### config.mk
export PLATFORM = sky130hd
export DESIGN_NAME = wfp_ctrl
export DESIGN_NICKNAME = d
export VERILOG_FILES = /design/src/rtl/core/wfp_pkg.sv /design/src/rtl/core/wfp_ctrl.sv
export SDC_FILE = /design/constraint.sdc
export NUM_CORES = 1
export LEC_CHECK = 0
export ABC_CLOCK_PERIOD_IN_PS = 1200
export BUFFER_PORTS_ARGS = -buffer_cell sky130_fd_sc_hd__buf_2
export CORE_ASPECT_RATIO = 1.2
export CORE_MARGIN = 5
export CORE_UTILIZATION = 42
export CTS_BUF_LIST = sky130_fd_sc_hd__clkbuf_4
export DETAILED_ROUTE_END_ITERATION = 8
export PLACE_DENSITY_LB_ADDON = 0.2
export SYNTH_ARGS = -nofsm -noshare
export SYNTH_HDL_FRONTEND = slang
export SYNTH_SLANG_ARGS = --single-unit
### constraint.sdc
create_clock -name aclk -period 1.2 [get_ports aclk]
set_input_delay 0.12 -clock aclk [delete_from_list [all_inputs] [get_ports aclk]]
set_output_delay 0.12 -clock aclk [all_outputs]
set_load 0.02 [all_outputs]
### src/rtl/core/wfp_pkg.sv
// Shared types and constants of the wireframe fit projector.
// No dependencies; imported by every module of the block.
package wfp_pkg;

    localparam int VDEPTH    = 1024;
    localparam int ADDR_W    = $clog2(VDEPTH);
    localparam int CNT_W     = ADDR_W + 1;
    localparam int FRAC      = 16;
    localparam int COORD_W   = 32;
    localparam int PROJ_W    = 34;
    localparam int EXT_W     = PROJ_W + 1;
    localparam int SIZE_W    = 11;
    localparam int MARGIN_W  = 8;
    localparam int SCALE_W   = 32;
    localparam int DIVD_W    = SIZE_W + FRAC + 16;
    localparam int SCR_W     = 10;
    localparam int PMUL_W    = 51;
    localparam int K_SHIFT   = 16;
    localparam int ISO_K     = 56756;
    // extents below 0.0001 are treated as one unit
    localparam int EXT_SMALL = (2 ** FRAC + 9999) / 10000;
    localparam int SAT_BIT   = FRAC + 27;
    localparam int HALF_SH   = FRAC + 15;
    localparam int SCR_SH    = FRAC + 16;
    localparam int MAG_W     = 36;
    localparam int CHUNK_W   = MAG_W / 2;
    localparam int ACC_W     = MAG_W + SCALE_W;
    localparam int TOT_W     = 47;

    typedef enum logic [1:0] {
        ACT_VERTEX = 2'd0,
        ACT_FIT    = 2'd1,
        ACT_EDGE   = 2'd2
    } action_t;

    typedef enum logic [1:0] {
        ST_EDGE     = 2'd0,
        ST_FIT_DONE = 2'd1,
        ST_FIT_FAIL = 2'd2
    } status_t;

    typedef enum logic [1:0] {
        CFG_WIDTH  = 2'd0,
        CFG_HEIGHT = 2'd1,
        CFG_MARGIN = 2'd2
    } cfg_reg_t;

    typedef enum logic [3:0] {
        S_IDLE, S_DISPATCH, S_VTX_BOX, S_FIT_CTR, S_FIT_DX, S_FIT_DY,
        S_E_RD, S_E_PRJ, S_E_DIF, S_E_XLO, S_E_XHI, S_E_XFN,
        S_E_YLO, S_E_YHI, S_E_YFN, S_OUT
    } state_t;

    typedef struct packed {
        logic    load_in;
        logic    vtx_write;
        logic    proj_mem;
        logic    proj_mul;
        logic    box_update;
        logic    fit_center;
        logic    div_start;
        logic    div_axis;
        logic    scale_x_save;
        logic    scale_save;
        logic    rd_en;
        logic    pt;
        logic    diff;
        logic    scr_lo;
        logic    scr_hi;
        logic    scr_fin;
        logic    axis;
        logic    out_load;
        status_t out_status;
    } dp_cmd_t;

    typedef struct packed {
        action_t action;
        logic    count_zero;
        logic    count_full;
        logic    edge_ok;
        logic    div_done;
    } dp_stat_t;

endpackage

### src/rtl/core/wfp_ctrl.sv
// Controller state machine: sequences vertex, fit and edge work and the
// result handshake. Depends on wfp_pkg.
module wfp_ctrl (
    input  logic               aclk,
    input  logic               aresetn,
    input  logic               s_valid,
    output logic               s_ready,
    output logic               m_valid,
    input  logic               m_ready,
    input  wfp_pkg::dp_stat_t  stat,
    output wfp_pkg::dp_cmd_t   cmd
);
    import wfp_pkg::*;

    state_t  state_reg, state_next;
    logic    pt_reg, pt_next;
    status_t ost_reg, ost_next;
    logic    m_valid_reg, m_valid_next;
    logic    out_free;

    assign out_free = !m_valid_reg || m_ready;

    always_comb begin
        state_next = state_reg;
        pt_next    = pt_reg;
        ost_next   = ost_reg;
        unique case (state_reg)
            S_IDLE: if (s_valid) state_next = S_DISPATCH;
            S_DISPATCH: begin
                pt_next = 1'b0;
                unique case (stat.action)
                    ACT_VERTEX: state_next = stat.count_full ? S_IDLE : S_VTX_BOX;
                    ACT_FIT: begin
                        if (stat.count_zero) begin
                            ost_next   = ST_FIT_FAIL;
                            state_next = S_OUT;
                        end else begin
                            state_next = S_FIT_CTR;
                        end
                    end
                    ACT_EDGE: state_next = stat.edge_ok ? S_E_RD : S_IDLE;
                    default:  state_next = S_IDLE;
                endcase
            end
            S_VTX_BOX: state_next = S_IDLE;
            S_FIT_CTR: state_next = S_FIT_DX;
            S_FIT_DX:  if (stat.div_done) state_next = S_FIT_DY;
            S_FIT_DY: begin
                if (stat.div_done) begin
                    ost_next   = ST_FIT_DONE;
                    state_next = S_OUT;
                end
            end
            S_E_RD:  state_next = S_E_PRJ;
            S_E_PRJ: state_next = S_E_DIF;
            S_E_DIF: state_next = S_E_XLO;
            S_E_XLO: state_next = S_E_XHI;
            S_E_XHI: state_next = S_E_XFN;
            S_E_XFN: state_next = S_E_YLO;
            S_E_YLO: state_next = S_E_YHI;
            S_E_YHI: state_next = S_E_YFN;
            S_E_YFN: begin
                if (pt_reg) begin
                    ost_next   = ST_EDGE;
                    state_next = S_OUT;
                end else begin
                    pt_next    = 1'b1;
                    state_next = S_E_RD;
                end
            end
            S_OUT:   if (out_free) state_next = S_IDLE;
            default: state_next = S_IDLE;
        endcase
    end

    always_comb begin
        cmd            = '0;
        cmd.pt         = pt_reg;
        cmd.out_status = ost_reg;
        s_ready        = 1'b0;
        unique case (state_reg)
            S_IDLE: begin
                s_ready     = 1'b1;
                cmd.load_in = s_valid;
            end
            S_DISPATCH: begin
                if (stat.action == ACT_VERTEX && !stat.count_full) begin
                    cmd.vtx_write = 1'b1;
                    cmd.proj_mul  = 1'b1;
                end
            end
            S_VTX_BOX: cmd.box_update = 1'b1;
            S_FIT_CTR: begin
                cmd.fit_center = 1'b1;
                cmd.div_start  = 1'b1;
            end
            S_FIT_DX: begin
                cmd.scale_x_save = stat.div_done;
                cmd.div_start    = stat.div_done;
                cmd.div_axis     = 1'b1;
            end
            S_FIT_DY: cmd.scale_save = stat.div_done;
            S_E_RD:   cmd.rd_en = 1'b1;
            S_E_PRJ: begin
                cmd.proj_mem = 1'b1;
                cmd.proj_mul = 1'b1;
            end
            S_E_DIF: cmd.diff = 1'b1;
            S_E_XLO: cmd.scr_lo = 1'b1;
            S_E_XHI: cmd.scr_hi = 1'b1;
            S_E_XFN: cmd.scr_fin = 1'b1;
            S_E_YLO: begin
                cmd.scr_lo = 1'b1;
                cmd.axis   = 1'b1;
            end
            S_E_YHI: begin
                cmd.scr_hi = 1'b1;
                cmd.axis   = 1'b1;
            end
            S_E_YFN: begin
                cmd.scr_fin = 1'b1;
                cmd.axis    = 1'b1;
            end
            S_OUT:   cmd.out_load = out_free;
            default: ;
        endcase
    end

    always_comb begin
        if (cmd.out_load)
            m_valid_next = 1'b1;
        else if (m_ready)
            m_valid_next = 1'b0;
        else
            m_valid_next = m_valid_reg;
    end

    always_ff @(posedge aclk) begin
        if (!aresetn) begin
            state_reg   <= S_IDLE;
            pt_reg      <= 1'b0;
            ost_reg     <= ST_EDGE;
            m_valid_reg <= 1'b0;
        end else begin
            state_reg   <= state_next;
            pt_reg      <= pt_next;
            ost_reg     <= ost_next;
            m_valid_reg <= m_valid_next;
        end
    end

    assign m_valid = m_valid_reg;

endmodule

==> summary.md <==
| Metric | Value |
|---|---|
| Outcome | `complete, but fails checks` |
| Failing checks | `setup timing` |
| Routed Wire Length | `3.44 mm` |
| CP Capture Type | `output port` |
| Pwr Density | `762 nW/um^2` |
| DRT iter0 DRCs | `31` |
| Post-route DRC violation count | `0` |
| Arrival @ worst endpoint | `1.37 ns` |
| M1 GR Usage | `24.8%` |
| Sequential Power Share | `26.7%` |
| CTS H-Tree Depth | `1` |
| Worst Max-Slew Pin Slew | `0.291 ns` |
| Reg-to-Reg End | `ost_reg[0]` |
| Grt met2 use | `42.0%` |
| Worst slew margin | `80.4%` |
| Final #Nets | `182` |
| Switching part of the total | `37.0%` |
| Dpl hpwl | `1.79 mm` |
| Chip height | `57.1 um` |
| Synth cell types | `36` |
| Post-synth EDFFs | `0` |
| Worst Hold Margin | `0.170 ns` |
| Total number of vias | `1126` |
| Ratio of final minimum period to clock period | `125%` |
| Initial antenna violation count | `0` |
| Max reg flops | `4` |
| Synth top area cells | `dfxtp_1 (21%), a21oi_1 (6.5%), nor2_1 (6.3%)` |
| Final count of negative-setup-slack endpoints | `24` |
| Logic gate share of total power | `55.3%` |
| Routed WL per cell | `18.2 um` |
| Final Cell Area | `1520 um^2` |
| Crit path buf inv count | `1` |
| Number of placement rows | `17` |
| Sw Pwr | `429 uW` |
| Vias in the first global route | `1096` |
| Insertion delay to the later sink of the worst-skew pair | `0.25 ns` |
| Crit start category | `register` |
| Slowest cell on the critical path | `dfxtp_4` |
| CTS root buf | `clkbuf_4` |
| Total clock sinks | `8` |
| Leak pwr | `0.706 nW` |
| Core area | `1810 um^2` |
| Die area | `2810 um^2` |
| Critical path, cell by cell | `and2b_1, and3_4, or2_4, buf_6` |
| GP Congestion | `0.838` |
| FF-to-FF Start | `state_reg[2]` |
| Gr ovfl total | `0` |
| Die width | `49.2 um` |
| Hold Startpoint | `aresetn` |
| Final ANT Viol Nets | `0` |
| Synth Cell Area | `776 um^2` |
| Min Tclk post-route | `1.49 ns` |
| WHS Endpoint | `state_reg[1]` |
| Vias per cell | `5.96` |
| Post-synthesis sequential area ratio | `20.6%` |
| Cell Area, Placed | `1040 um^2` |
| Area share of the largest cell type after synthesis | `20.6%` |
| Pre-antenna DRT Iters | `4` |
| RSZ-0062 raised after global routing | `true` |
| First-pass GRT wire length | `5.17 mm` |
| Initial Util | `42.9%` |
| Crit path max-delay family | `simple AND/OR/NAND/NOR gates` |
| CTS tree | `yes` |
| Setup ws final | `-0.295 ns` |
| Setup Crit Path Kind | `reg -> out` |
| Clock network power share | `18.0%` |
| Final std cells w/o fill | `189` |
| CP required | `1.08 ns` |
| Placement Setup Slack | `-0.163 ns` |
| All-Layer GR Usage | `23.1%` |
| Ys flop type | `dfxtp_1` |
| Commonest cells post-synth | `nor2_1 (13), a21oi_1 (10), nand2_1 (10), dfxtp_1 (8)` |
| Most frequent cell after synthesis | `nor2_1` |
| Fmax | `669 MHz` |
| Reg clk slew, reported paths | `0.06 ns` |
| Clk_skew | `0.00842 ns` |
| Mapped Cells | `108` |
| Hold Fails Final Rpt | `0` |
| GR peak layer | `met2` |
| Post-Syn Area per Cell | `7.18 um^2` |
| Buffers on Ports | `31` |
| R2r setup slk | `-0.18 ns` |
| Worst Hold Depth | `3` |
| Slowest stage delay, CP | `0.40 ns` |
| CTS Buf Count | `3` |
| Critical Path Stages | `4` |
| Mapped Nets | `118` |
| Area Overhead vs Synth | `96.1%` |
| Synth async-reset ratio | `0%` |
| Post-layout util | `84.2%` |
| Share of layout cells above drive strength 1 | `68.8%` |
| Placed Cells | `164` |
| Cts hold-fix bufs | `0` |
| Warnings from Yosys | `0` |
| #FFs+latches synth | `8` |
| Ports | `32` |
| Worst hold path class | `in -> reg` |
| Cell-internal power | `731 uW` |
| FF-to-FF path depth | `5` |
| Max_cap viols | `0` |
| Largest net degree at the start of global routing | `18` |
| N_diodes | `0` |
| Routing usage on met3 | `4.70%` |
| Post-synth top area cell | `dfxtp_1` |
| Max Root-Sink Buffers | `2` |
| Max-slew violations | `0` |
| Crit-path max FO | `6` |
| Worst vdd ir | `656 uV` |
-- worst max-delay path by stage --
stage	start	to	slack, ns
2_1_floorplan	state_reg[0]	cmd[19]	-0.13
3_3_place_gp	state_reg[3]	ost_reg[1]	-0.16
3_5_place_dp	state_reg[3]	ost_reg[1]	-0.16
4_1_cts	state_reg[0]	cmd[16]	-0.25
5_1_grt	state_reg[0]	cmd[13]	-0.35
6_report	state_reg[0]	cmd[13]	-0.29
-- metal layers --
metal	up-vias	wire length (um)
met4	0	81
met1	537	1220
met5	-	0
li1	508	-
met3	13	215
met2	68	1930
-- cells by family (layout without fill, tap and decap cells) --
kind of cell	after synthesis	count (layout)	share of synthesized area (%)
and+or+nand+nor	58	58	41.9
DFF	8	8	20.6
buffers and inverters	14	76	12.4
AOI/OAI and AO/OA	28	28	25.0
-- timing repair --
item,4_1_cts,5_1_grt
setup buffers,16,9
pin swaps,19,12
endpoints found under the setup margin,23,25
gates resized for setup,58,31
-- layout by cell type, fill, tap and decap left out, types with 4 or more instances in the layout --
cell type  instances
nor3_2             5
buf_4             28
dfxtp_1            4
a21oi_1            5
buf_6             25
buf_2             15
a21oi_2            5
nor2_1            10
dfxtp_4            4
nand2_1            5
nand2b_1           4
-- tightest hold or removal path: stages --
cell	delay, ns
buf_2	0.13
nand2_2	0.09
nor4_1	0.05
-- through the flow --
step / power, mW / TNS (ns)
finish: 1.16 / -3.78
global route: 1.23 / -5.14
CTS: 1.00 / -2.81
detailed placement: 0.672 / -1.07
global placement: 0.667 / -0.836
floorplan: 0.579 / -0.170
-- power by group through the flow --
stage / clock network [mW] / logic [mW] / registers, mW
2_1_floorplan: 0 / 0.281 / 0.298
3_3_place_gp: 0 / 0.357 / 0.310
3_5_place_dp: 0 / 0.361 / 0.311
4_1_cts: 0.212 / 0.491 / 0.301
5_1_grt: 0.242 / 0.678 / 0.310
6_report: 0.209 / 0.641 / 0.309
-- area by class of cell --
class / count / area [um^2]
multi-input cells: 86 / 696
well taps: 19 / 23.8
repair buffers: 69 / 587
clock buffers: 3 / 22.5
inverters: 4 / 17.5
fillers: 88 / 287
flip-flops and latches: 8 / 175
Note: power is estimated with default switching activity, not from simulation.
